`src/design/bffa_ram.sv`:
```
`timescale 1ns / 1ps
`default_nettype none
// ----------------------------------------------------------------------------
// bffa_ram
// Generic simple dual-port RAM with registered read.
// ----------------------------------------------------------------------------
module bffa_ram #(
  parameter int unsigned WIDTH = 8,
  parameter int unsigned DEPTH = 512,
  localparam int unsigned AW = (DEPTH > 1) ? $clog2(DEPTH) : 1
) (
  input  wire logic             clk_i,
  input  wire logic             we_i,
  input  wire logic [AW-1:0]    waddr_i,
  input  wire logic [WIDTH-1:0] wdata_i,
  input  wire logic [AW-1:0]    raddr_i,
  output logic      [WIDTH-1:0] rdata_o
);

  logic [WIDTH-1:0] mem_q [DEPTH];

  always_ff @(posedge clk_i) begin
    if (we_i) begin
      mem_q[waddr_i] <= wdata_i;
    end
    rdata_o <= mem_q[raddr_i];
  end

endmodule
`default_nettype wire

```
`config.mk`:
```
export PLATFORM = sky130hd
export DESIGN_NAME = bffa_ram
export DESIGN_NICKNAME = d
export VERILOG_FILES = /design/src/design/bffa_ram.sv
export SDC_FILE = /design/constraint.sdc
export NUM_CORES = 2
export LEC_CHECK = 0
export BUFFER_PORTS_ARGS = -buffer_cell sky130_fd_sc_hd__buf_2
export CAP_MARGIN = 20
export CORE_ASPECT_RATIO = 0.6
export CORE_MARGIN = 2
export CORE_UTILIZATION = 51
export CTS_CLUSTER_DIAMETER = 80
export DETAILED_ROUTE_END_ITERATION = 8
export PLACE_DENSITY = 0.69
export SETUP_SLACK_MARGIN = 0.02
export SYNTH_ARGS = -nofsm -noshare
export SYNTH_HDL_FRONTEND = slang
export SYNTH_SLANG_ARGS = --single-unit
```
`constraint.sdc`:
```
create_clock -name clk_i -period 2.3 [get_ports clk_i]
set_clock_uncertainty 0.1 [all_clocks]
set_input_delay 0.345 -clock clk_i [delete_from_list [all_inputs] [get_ports clk_i]]
set_output_delay 0.345 -clock clk_i [all_outputs]
set_load 0.02 [all_outputs]
```
# Word-level counts from Yosys, hierarchy flattened
# Memories as Yosys holds them, arrays and structs flattened. A register that Yosys moved wholly into a read port is not among the register bits.
# Index checks and enable logic that the tools add are counted.
# op_classes
mux,2
# op_table
cell,count
$mux 1,2
# totals
ff_bits,0
mem_bits_rw,4096
output_inout_bits,8
n_memories,1
inputBits,28
elab_cells,3
# mem_list
memory,depth,word_bits,rd,rd_clocked_by_memory_dff,wr,line_no,text
mem_q,512,8,1,1,1,20,logic [WIDTH-1:0] mem_q [DEPTH];

# Depth between registers and ports, before layout
# depth
ltp_word,2
ltp_mapped,12

# Least setup slack after synthesis
# Ideal clock, no wire load.
# synth_timing
path_type,input to register
from,input port raddr_i[0]
to,"register rdata_o[0], read port of mem_q"
required_time_ns,2.082
setup_time_ns,0.118
stages,10
arrival_ns,2.199
path_slack_ns,-0.117
path_buffers,4
path_cell_list,buf_4 -> buf_12 -> buf_12 -> buf_2 -> mux4_2 -> o21ai_0 -> nand3_1 -> nand4_1 -> o21ai_0 -> o2111a_1
# synth_rtl
element,line_no,text
"start, declared",16,"input wire logic [AW-1:0] raddr_i,"
"end, declared",17,output logic [WIDTH-1:0] rdata_o

==> summary.txt <==
Die
  • Row count: 159
  • Die H: 437.8 µm
  • Core ar.: 312300 µm²
  • Initial Utilization: 0.5120
  • Top-level port count: 36
  • Die area: 318200 µm²
  • Die W: 726.9 µm

Placement
  • HPWL after DPL: 295200 µm
  • IO Port Bufs: 35
  • Cell Area, Placed: 178400 µm²
  • Final GP Congestion: 0.9645

GRT
  • GRT Overall Usage: 0.2781
  • Number of global-route vias before repair: 87.11k
  • Largest net degree at the start of global routing: 137
  • Initial antenna violation count: 27
  • Grt total ovfl: 0
  • First-pass GRT wire length: 637200 µm

Setup path
  • Crit path launch: mem_q[34][0]$_DFFE_PP_
  • Worst r2r src: mem_q[34][0]$_DFFE_PP_
  • R2R cell count: 9
  • Worst r2r dst: rdata_o[0]$_DFF_P_
  • Critical path peak fanout: 2
  • Crit Path Class: reg2reg
  • R2R setup slack: -0.33 ns
  • Critical path endpoint category: flip-flop
  • Critical Path End: rdata_o[0]$_DFF_P_
  • Worst EP required: 3.05 ns
  • Crit path DAT: 3.38 ns
  • Crit start category: flip-flop

Clock network
  • Clock Path Buffers: 4
  • CTS tree: built
  • Clk_lat worst skew: 0.93 ns
  • Sinks on Clock Net: 4104
  • Clk root buf: clkbuf_16
  • CTS H-tree depth: 5
  • CTS buffer count: 351
  • Reg clk slew, reported paths: 0.07 ns

Route
  • Final antenna-violating net count: 0
  • Via count: 89.80k
  • Average wire per standard cell: 31.88 µm
  • DR pass1 iterations: 8
  • WL final: 447400 µm
  • Via density: 6.398
  • Initial drt markers: 15.33k
  • DRC: 0

Finish
  • Fillers: 21.42k
  • Register area: 123200 µm²
  • Util after Layout: 0.6094
  • Area growth syn-to-layout: 19.01%
  • Layout Cell Area excl Fill: 190300 µm²
  • Final #Nets: 9606
  • Footprint of the multi-input gates: 34790 µm²
  • Share of cells above drive strength 1: 0.3032

STA
  • Endpoints failing setup: 7
  • Fin crit period: 2.629 ns
  • Post-route setup slack: -0.3290 ns
  • Worst slew margin: 0.3675
  • Period utilization: 1.143
  • Final hold vios: 0
  • Final slew viol count: 0
  • Fmax: 380.4 MHz
  • TNS Setup: -1.130 ns
  • RSZ-0062 raised after global routing: yes
  • Worst-margin pin slew: 0.9452 ns

Synthesis
  • Number of flops mapped to enable cells by yosys: 4096
  • Yosys warns: 0
  • Netlist Area Pre-Place: 159900 µm²
  • Synth area leader: edfxtp_1
  • Main combinational cell family by area after synthesis: multiplexers
  • Synth Instances: 8030
  • Post-synth ARST share: 0
  • Mux cell area share after synthesis: 0.1420
  • Post-Synth Simple-Gate Area: 0.02631
  • Area contributors post-synth: edfxtp_1, mux4_2, mux2i_1
  • Compound-Gate Fraction of Synth Area: 0.04313
  • Synth Area in XOR/XNOR: 0
  • Synth Net Count: 8058
  • Distinct cells, synth: 51
  • Seq cells post-synth: 4104
  • Post-synthesis adder-cell area fraction: 0
  • Top-area cell type share of the netlist area: 0.7691
  • Seq/Total Area, Yosys: 0.7701
  • Ys flop type: edfxtp_1
  • Syn Area/Cell: 19.92 µm²

Status
  • Failing checks: negative setup slack
  • Outcome: finished with violations

Power
  • Clock network power share: 0.393
  • Peak supply drop: 809.2 µV
  • Pint: 118.5 mW
  • Seq pwr share: 0.545
  • Pwr Total: 151.2 mW
  • Power per cell area: 794.3 nW/µm²
  • Sw frac: 0.2159
  • P_leak: 63.54 nW
  • P_sw: 32.65 mW
  • Comb pwr share: 0.063

Worst hold path
  • Hold path start: waddr_i[4]
  • Hold/Removal Path Class: in2reg

Run
  • Max-cap viol count: 0
==> cells in the mapped netlist (3+ instances only) <==
cell,count
edfxtp_1,4096
nand3_1,36
mux2i_1,797
mux4_2,654
buf_4,70
a2111oi_0,3
a22oi_1,61
a21oi_1,194
buf_2,57
clkbuf_1,265
nor3_1,109
nor4_1,36
nand4_1,32
nand2_1,111
o21ai_0,118
buf_8,11
o22a_1,3
nor2_1,597
o221ai_1,371
buf_6,64
nor3b_1,8
and3_1,4
nor2b_1,6
and3b_1,4
buf_1,41
buf_12,5
dfxtp_1,8
o31ai_1,13
a22o_1,5
o41ai_1,7
or2_2,4
nand2b_1,4
o311ai_0,5
and2_1,20
a211oi_1,17
or3_1,6
o2111a_1,8
o22ai_1,163
==> cell families (layout without fill, tap and decap cells) <==
logic type / after synthesis / in the layout
simple gates: 980 / 980
mux: 1451 / 1451
compound gates: 979 / 979
flops: 4104 / 4104
other cells: 0 / 9
buf+inv: 516 / 2326
==> worst min-delay path by stage <==
stage | to | slack [ns] | cells after the start
final | mem_q[425][6]$_DFFE_PP_ | 0.09 | 5
after floorplan | mem_q[0][0]$_DFFE_PP_ | 0.34 | 0
after detailed placement | mem_q[35][4]$_DFFE_PP_ | 0.63 | 1
after CTS | mem_q[425][6]$_DFFE_PP_ | 0.02 | 5
after global placement | mem_q[35][4]$_DFFE_PP_ | 0.63 | 1
after global routing | mem_q[425][6]$_DFFE_PP_ | 0.09 | 5
==> metal layers <==
layer | global-route usage | part of all wire | vias up
li1 | - | - | 36510
met1 | 0.4339 | 0.40 | 46110
met2 | 0.3805 | 0.42 | 6471
met3 | 0.09170 | 0.16 | 690
met4 | 0.06478 | 0.026 | 14
met5 | 0 | 0.00024 | -
==> repair_timing <==
item / in CTS / in global routing
endpoints found under the setup margin: 8 / 8
hold buffers: 8 / 0
pin swaps: 24 / 30
setup buffers: 1 / 6
resized for setup: 68 / 76
hold endpoints to repair: 654 / 0
==> per-stage QoR <==
| stage | cells | worst slack (ns) | hold slack (ns) |
|---|---|---|---|
| after global routing | 14030 | -0.4184 | 0.09404 |
| after CTS | 14020 | -0.2410 | 0.02127 |
| final | 14040 | -0.3290 | 0.09072 |
| after floorplan | 8030 | 0.02321 | 0.3439 |
| after global placement | 13400 | -1.348 | 0.6329 |
| after detailed placement | 13400 | -1.294 | 0.6329 |
==> worst max-delay path, stage by stage (launching register included) <==
cell and delay, ns:
edfxtp_1 0.37, mux2i_2 0.11, o221ai_2 0.29, a21oi_4 0.14
nor4_4 0.36, buf_4 0.18, nand4_1 0.26, nor4_4 0.41
buf_6 0.18, o2111a_1 0.19
==> cell type report <==
| class | instances | area share |
|---|---|---|
| antenna | 9 | 0.0001183 |
| clock buffer | 428 | 0.04823 |
| clock inverter | 187 | 0.01014 |
| inverter | 3 | 0.00009861 |
| multi-input combinational | 3410 | 0.1828 |
| sequential | 4104 | 0.6471 |
| tap | 4186 | 0.02752 |
| timing repair buffer | 1708 | 0.08401 |
==> placed cells by master, fill, tap and decap left out, types with 12 or more instances in the layout <==
| cell type | count |
|---|---|
| nand2_4 | 12 |
| edfxtp_1 | 4096 |
| mux2i_2 | 15 |
| o22ai_1 | 154 |
| buf_2 | 23 |
| clkinv_1 | 75 |
| clkbuf_16 | 356 |
| mux2i_1 | 782 |
| nor4_2 | 14 |
| o21ai_0 | 107 |
| nand2_1 | 97 |
| a211oi_1 | 12 |
| clkbuf_1 | 72 |
| o221ai_2 | 39 |
| nor3_1 | 97 |
| o221ai_1 | 333 |
| buf_4 | 1410 |
| mux4_2 | 654 |
| a21oi_1 | 180 |
| clkinv_2 | 47 |
| a22oi_1 | 59 |
| nor4_1 | 12 |
| and2_1 | 19 |
| o31ai_1 | 12 |
| nand4_1 | 32 |
| bufinv_16 | 37 |
| nand3_1 | 32 |
| buf_12 | 247 |
| nor2_1 | 594 |
==> state kept, by name (all words and copies together), names as in the netlist <==
name / cells
rdata_o: 8
mem_q: 4096
==> power groups by stage <==
stage | clock, mW | combinational [mW] | sequential [mW]
after floorplan | 0 | 3.96 | 84.0
after global placement | 0 | 8.91 | 84.0
after detailed placement | 0 | 9.10 | 84.0
after CTS | 59.8 | 9.21 | 82.4
after global routing | 62.6 | 9.78 | 82.3
final | 59.4 | 9.45 | 82.4
(Power assumes the default switching activity.)
