$ cat config.mk
export PLATFORM = sky130hd
export DESIGN_NAME = bffa_div
export DESIGN_NICKNAME = d
export VERILOG_FILES = /design/src/design/bffa_pkg.sv /design/src/design/bffa_div.sv
export SDC_FILE = /design/constraint.sdc
export NUM_CORES = 1
export LEC_CHECK = 0
export BUFFER_PORTS_ARGS = -buffer_cell sky130_fd_sc_hd__buf_2
export CORE_UTILIZATION = 45
export DETAILED_ROUTE_END_ITERATION = 16
export PLACE_DENSITY = 0.73
export SYNTH_ARGS = -nofsm -noshare
export SYNTH_HDL_FRONTEND = slang
export SYNTH_SLANG_ARGS = --single-unit
$ cat constraint.sdc
create_clock -name clk_i -period 7.89 [get_ports clk_i]
set_input_delay 0.789 -clock clk_i [delete_from_list [all_inputs] [get_ports clk_i]]
set_output_delay 0.789 -clock clk_i [all_outputs]
set_load 0.005 [all_outputs]
$ cat src/design/bffa_pkg.sv
`timescale 1ns / 1ps
`default_nettype none
// ----------------------------------------------------------------------------
// bffa_pkg
// Shared types and constants of the bitmap first-fit allocator.
// ----------------------------------------------------------------------------
package bffa_pkg;

  localparam int unsigned HeaderBytes = 4;
  localparam int unsigned MapWordBits = 8;
  localparam int unsigned DivWidth    = 33;
  localparam int unsigned UnitWidth   = 17;

  localparam logic CMD_ALLOC = 1'b0;
  localparam logic CMD_FREE  = 1'b1;

  localparam logic [1:0] STATUS_OK       = 2'd0;
  localparam logic [1:0] STATUS_NO_SPACE = 2'd1;
  localparam logic [1:0] STATUS_BAD_FREE = 2'd2;

  localparam logic [1:0] REG_MANAGED_BASE = 2'd0;
  localparam logic [1:0] REG_UNIT_BYTES   = 2'd1;
  localparam logic [1:0] REG_MAP_BYTES    = 2'd2;

  typedef enum logic [10:0] {
    ST_IDLE     = 11'b00000000001,
    ST_CLEAR    = 11'b00000000010,
    ST_DIV      = 11'b00000000100,
    ST_DECIDE   = 11'b00000001000,
    ST_SCAN     = 11'b00000010000,
    ST_MARK_LEN = 11'b00000100000,
    ST_MARK_RD  = 11'b00001000000,
    ST_MARK_WR  = 11'b00010000000,
    ST_FREE_RD  = 11'b00100000000,
    ST_FREE_LEN = 11'b01000000000,
    ST_RESP     = 11'b10000000000
  } bffa_state_e;

  typedef struct packed {
    logic start;
    logic done;
  } bffa_div_ctl_t;

endpackage
`default_nettype wire

$ cat src/design/bffa_div.sv
`timescale 1ns / 1ps
`default_nettype none
// ----------------------------------------------------------------------------
// bffa_div
// Restoring divider, one quotient bit per cycle.
// ----------------------------------------------------------------------------
module bffa_div
  import bffa_pkg::*;
(
  input  wire logic                 clk_i,
  input  wire logic                 rst_ni,
  input  wire logic                 start_i,
  input  wire logic [DivWidth-1:0]  dividend_i,
  input  wire logic [UnitWidth-1:0] divisor_i,
  output logic                      done_o,
  output logic      [DivWidth-1:0]  quo_o,
  output logic      [UnitWidth-1:0] rem_o
);

  localparam int unsigned CW = $clog2(DivWidth + 1);

  logic [DivWidth-1:0]  quo_q, quo_d;
  logic [UnitWidth:0]   rem_q, rem_d;
  logic [UnitWidth-1:0] dvs_q;
  logic [CW-1:0]        cnt_q, cnt_d;
  logic                 run_q, run_d;
  logic                 done_q, done_d;
  logic [UnitWidth:0]   trial;

  always_comb begin
    quo_d  = quo_q;
    rem_d  = rem_q;
    cnt_d  = cnt_q;
    run_d  = run_q;
    done_d = 1'b0;
    trial  = {rem_q[UnitWidth-1:0], quo_q[DivWidth-1]};
    if (start_i) begin
      quo_d = dividend_i;
      rem_d = '0;
      cnt_d = CW'(DivWidth);
      run_d = 1'b1;
    end else if (run_q) begin
      if (trial >= {1'b0, dvs_q}) begin
        rem_d = trial - {1'b0, dvs_q};
        quo_d = {quo_q[DivWidth-2:0], 1'b1};
      end else begin
        rem_d = trial;
        quo_d = {quo_q[DivWidth-2:0], 1'b0};
      end
      cnt_d = cnt_q - 1'b1;
      if (cnt_q == CW'(1)) begin
        run_d  = 1'b0;
        done_d = 1'b1;
      end
    end
  end

  always_ff @(posedge clk_i or negedge rst_ni) begin
    if (!rst_ni) begin
      run_q  <= 1'b0;
      done_q <= 1'b0;
      cnt_q  <= '0;
    end else begin
      run_q  <= run_d;
      done_q <= done_d;
      cnt_q  <= cnt_d;
    end
  end

  always_ff @(posedge clk_i) begin
    quo_q <= quo_d;
    rem_q <= rem_d;
    if (start_i) begin
      dvs_q <= divisor_i;
    end
  end

  assign done_o = done_q;
  assign quo_o  = quo_q;
  assign rem_o  = rem_q[UnitWidth-1:0];

endmodule
`default_nettype wire

Yosys cells after proc, flatten, opt, wreduce, memory -nomap -nowiden
Index checks and enable logic that the tools add are counted.
{"block": "totals", "regBits": 75, "latchBits": 0, "mem_bits_rw": 0, "romBits": 0, "inputBits": 53, "output_inout_bits": 51, "elab_cells": 23, "mem_count": 0}
{"block": "classes", "addsub": 2, "n_mul": 0, "div": 0, "n_lt_le_gt_ge": 1, "eq_ne": 1, "n_shift": 0, "muxes": 12, "bitwise": 0, "reduce_logical": 1}
{"cell": "33-bit 2-to-1 mux", "count": 2}
{"cell": "18-bit by 17-bit >= comparator with 1-bit output", "count": 1}
{"cell": "17-bit 2-to-1 mux", "count": 1}
{"cell": "17-bit subtractor", "count": 1}
{"cell": "6-bit 2-to-1 mux", "count": 2}
{"cell": "1-bit 2-to-1 mux", "count": 7}
{"cell": "6-bit by 1-bit equality test with 1-bit output, second input constant", "count": 1}
{"cell": "6-bit by 1-bit subtractor with 6-bit output, second input constant", "count": 1}
{"cell": "2-bit nonzero test", "count": 1}

Depth between registers and ports, before layout
{"block": "depth", "word_depth": 4, "depth_mapped": 12, "mapped_depth_nobuf": 10}

Least setup slack after synthesis
Ideal clock, no wire load.
{"block": "synth_timing", "kind": "reg2reg", "from": "register quo_q[32], in the netlist quo_o[32]", "to": "register quo_q[0], in the netlist quo_o[0], data pin", "setup_ns": 0.260, "t_arrival_ns": 2.426, "required_time_ns": 7.630, "path_slack_ns": 5.204, "path_stages_with_launch": 12, "path_buffers": 2, "period_less_slack_ns": 2.686, "cell_sequence": "edfxtp_1 inv_1 ha_1 inv_1 fa_1 a21o_1 a221oi_2 o211ai_1 a21o_1 buf_6 buf_6 mux2_2"}
{"block": "synth_between", "elab_chain_cells": 4}
{"element": "from (decl)", "line_no": "bffa_div.sv:22", "source": "logic [DivWidth-1:0] quo_q, quo_d;"}
{"element": "from (signal assigned)", "line_no": "bffa_div.sv:71", "source": "quo_q <= quo_d;"}
{"element": "18-bit by 17-bit >= comparator with 1-bit output", "line_no": "bffa_div.sv:43", "source": "if (trial >= {1'b0, dvs_q}) begin"}
{"element": "1-bit 2-to-1 mux", "line_no": "bffa_div.sv:43"}
{"element": "33-bit 2-to-1 mux", "line_no": "bffa_div.sv:42", "source": "end else if (run_q) begin"}
{"element": "33-bit 2-to-1 mux", "line_no": "bffa_div.sv:37", "source": "if (start_i) begin"}
{"element": "named net quo_d[0]", "line_no": "bffa_div.sv:22"}
The timed path passes the listed nets, and every way through them passes these cells. The select of a mux whose other input is x is not followed.
A chain may end at the register's enable or synchronous reset.

Final worst setup path
{"block": "layout_timing", "from": "register quo_q[32], in the netlist quo_o[32]", "to": "register rem_q[0]"}
{"block": "layout_between", "elab_chain_cells": 2, "word_cells_on_any_way": 3, "classes_between": "1 x add/sub; 1 x order compare; 1 x mux"}
{"element": "17-bit subtractor / 18-bit by 17-bit >= comparator with 1-bit output (equally long branches)", "line_no": "bffa_div.sv:44, bffa_div.sv:43"}
{"element": "17-bit 2-to-1 mux (*)", "line_no": "bffa_div.sv:43"}
{"element": "to (signal assigned)", "line_no": "bffa_div.sv:72", "source": "rem_q <= rem_d;"}
{"element": "to (decl)", "line_no": "bffa_div.sv:23", "source": "logic [UnitWidth:0] rem_q, rem_d;"}
Mark *: on every way between the ends. The rest lies on a longest branch, timed or not.

==> impl_results.md <==
- CP max stage delay: 440 ps
- Relative slew slack: 43.1%
- P per Cell Area: roughly 300 nW/um2
- Prevailing post-synth register cell: edfxtp_1
- Fill cell count: 747
- Clock share of power: 17.4%
- NetSw: 0.000533 W
- Worst vdd ir: 0.000150 V
- Vias: 2958
- Max Slew Vio Count: 0
- P_int: 0.000926 W
- Post-CTS Hold Buffers: 0
- WP data required: between 8000 and 9000 ps
- CTS Buf Count: 9
- Synth Area in Adders: 6.49%
- Switching fraction of total power: 36.5%
- Routed wire length per instance: 14.9 um
- Multiplexer share of the synthesized area: 11.5%
- Kind of critical path: reg2reg
- Commonest non-fill, non-tap cell in the layout: buf_2
- Sequential share of the synthesized area: a little over 50%
- Setup Skew: 7.41 ps
- # setup viols final: 0
- Mapped Area: 3970 um2
- GRT Max-Usage Layer: met2
- HP Class: in2async
- Xor-xnor portion of the synthesized cell area: between 3 and 4%
- Compound-gate portion of the synthesized area: roughly 14%
- Remaining DRCs: 0
- Unrepaired setup endpoints after global routing: false
- H-tree depth: 3
- GPL Wtd Cong: 0.877
- Worst-path clk slew: 80 ps
- Most frequent cells in the layout: buf_2 (103), edfxtp_1 (50), mux2_2 (33)
- Slew @ Worst Pin: 853 ps
- Critical path endpoint category: flip-flop
- Initial Util: approximately 47%
- Final hold vios: 0
- Status: finished clean
- Synth Net Count: roughly 420
- Crit path DAT: 3310 ps
- Placed instance count: 540
- Maximum root-to-sink buffer count: 2
- Combinational group share of total power: between 40% and 50%
- Area delta synth->final: 19.3%
- Grt total ovfl: 0
- Crit path cell chain: inv_1 > ha_1 > inv_1 > fa_1 > a21o_1 > a221oi_2 > o211ai_1 > a21o_1 > mux2_4 > a211oi_2
- Via/cell ratio: 5.32
- Final core occ: 56.5%
- DR pass1 iterations: 4
- #FFs+latches synth: 75
- Root Buffer: clkbuf_8
- Reg power frac: about 41%
- Antenna violations before repair: 0
- Post-synthesis cell count: 342
- Number of I/O pins: 104
- Clk Latency, worst-skew pair: ~340 ps
- Syn_area_per_cell: between 10 and 15 um2
- Layout Cells excl Fill: 556
- Fin crit period: 3050 ps
- Slowest-stage cell, CP: a221oi_2
- P_leak: 2.10 nW
- TNS Setup: 0 ps
- Total track usage: 19.0%
- Largest family of logic cells by synthesized area: compound AO/OA/AOI/OAI gates
- Core area: around 8400 um2
- Startpoint types: flip-flop
- ANT nets after route: 0
- Die H: about 96 um
- CTS sink count: 75
- Post-CTS resize count: 0
- Share of cells above drive strength 1: 35.0%
- Initial DRC count: 113
- Area share of and/or/nand/nor cells after synthesis: 9.23%
- Die area: between 9000 and 10000 um2
- Post-detail-place hpwl: about 6000 um
- Die W: 96.0 um
- Largest net degree at the start of global routing: 75
- Synthesis Warnings: 0
- Max Cap Violations: 0
- Met2 Use GR: 31.3%
- Met1 global-route usage: about a quarter
- Post-Route WL: 8310 um
- Met3 Use GR: 5.37%
- Period utilization: 38.7%
- # nets final: 519
- Max frequency: around 330 MHz
- Post CTS Setup Buffer Count: 0
- N_diodes: 0
- Vias in the first global route: 2934
- PortBufs: 103
- CP max FO: 18
- Post-synth EDFFs: 50
- Global-route wire length before repair: between 10000 and 15000 um
- Netlist cell types: 52
- CTS tree: yes
- Async S/R FF share, synth: 10.7%
- # rows: 33
[synthesized netlist by cell type (2+ instances only)]
cell	count	area (um2)
edfxtp_1	50	1500
mux2_2	33	372
inv_1	28	105
nor2_1	26	97.6
ha_1	19	238
nand2_1	18	67.6
dfxtp_1	17	340
a21oi_1	12	60.1
a21o_1	11	82.6
xnor2_1	10	87.6
a211oi_1	9	67.6
clkbuf_1	9	33.8
nand2b_1	9	56.3
o21ai_0	9	45.0
dfrtp_1	8	200
mux2i_1	7	70.1
o211ai_1	7	52.6
xor2_1	5	43.8
a31oi_1	4	25.0
nor3_1	4	20.0
a311oi_1	3	26.3
nand4_1	3	18.8
o21a_1	3	22.5
a21boi_0	2	15.0
a22oi_1	2	15.0
a311o_1	2	20.0
and3_1	2	12.5
buf_6	2	22.5
nand4b_1	2	17.5
nor3b_1	2	15.0
nor4b_1	2	17.5
o21bai_1	2	15.0
[cells by family after synthesis]
logic type,count (synthesis)
mux,41
fa+ha+maj,20
simple gates,74
flops,75
buf+inv,41
compound gates,76
xor+xnor,15
[layer usage]
metal,wire length (um),vias up
met2,3900,84
met5,0,-
met1,3790,1391
li1,-,1471
met4,144,0
met3,472,12
[path summary, 6_finish.rpt]
path                                             from  cells past startpoint  slack [ps]                     to
worst max-delay path              quo_o[32]$_DFFE_PP_                     10        4840  rem_q[0]$_SDFFE_PP0P_
worst min-delay path                           rst_ni                      1         280   cnt_q[5]$_DFFE_PN0P_
worst max register to register    quo_o[32]$_DFFE_PP_                     10        4840  rem_q[0]$_SDFFE_PP0P_
worst min register to register  rem_q[4]$_SDFFE_PP0P_                      2         520  rem_q[4]$_SDFFE_PP0P_
max in group asynchronous                      rst_ni                      1        7430   cnt_q[0]$_DFFE_PN0P_
min in group clk_i              rem_q[4]$_SDFFE_PP0P_                      2         520  rem_q[4]$_SDFFE_PP0P_
[power by group through the flow]
stage	combinational, W	sequential (W)	clock, W
floorplan	0.000438	0.000603	0
global placement	0.000591	0.000607	0
detailed placement	0.000603	0.000609	0
CTS	0.000607	0.000603	0.000262
global route	0.000677	0.000616	0.000278
finish	0.000604	0.000601	0.000254
[through the flow]
| stage | power [W] | hold slack (ps) | setup WS (ps) | cell area [um2] |
|---|---|---|---|---|
| after floorplan | 0.00104 | 480 | 5200 | 3970 |
| after global placement | 0.00120 | 503 | 4950 | 4580 |
| after detailed placement | 0.00121 | 510 | 4870 | 4580 |
| after CTS | 0.00147 | 271 | 4840 | 4740 |
| after global routing | 0.00157 | 273 | 4660 | 4740 |
| final | 0.00146 | 283 | 4840 | 4740 |
[flip-flops by register name (all words and copies together) (netlist names)]
signal / flops
run_q: 1
done_o: 1
cnt_q: 6
dvs_q: 17
quo_o: 33
rem_q: 17
[worst max-delay path, delay by kind of cell (launching register included)]
kind,cells,cell delay [ps]
flops,1,380
fa+ha+maj,2,560
buf+inv,2,140
compound gates,5,1470
mux,1,410
[area by class of cell]
class	instances	area, um2	share of cell area [%]
clock inverters	6	33.8	0.713
clock buffers	10	128	2.69
multi-input cells	226	1760	37.2
repair buffers	106	538	11.4
well taps	105	131	2.77
flip-flops and latches	75	2040	43.1
inverters	28	105	2.22
Note: power is estimated with default switching activity, not from simulation.
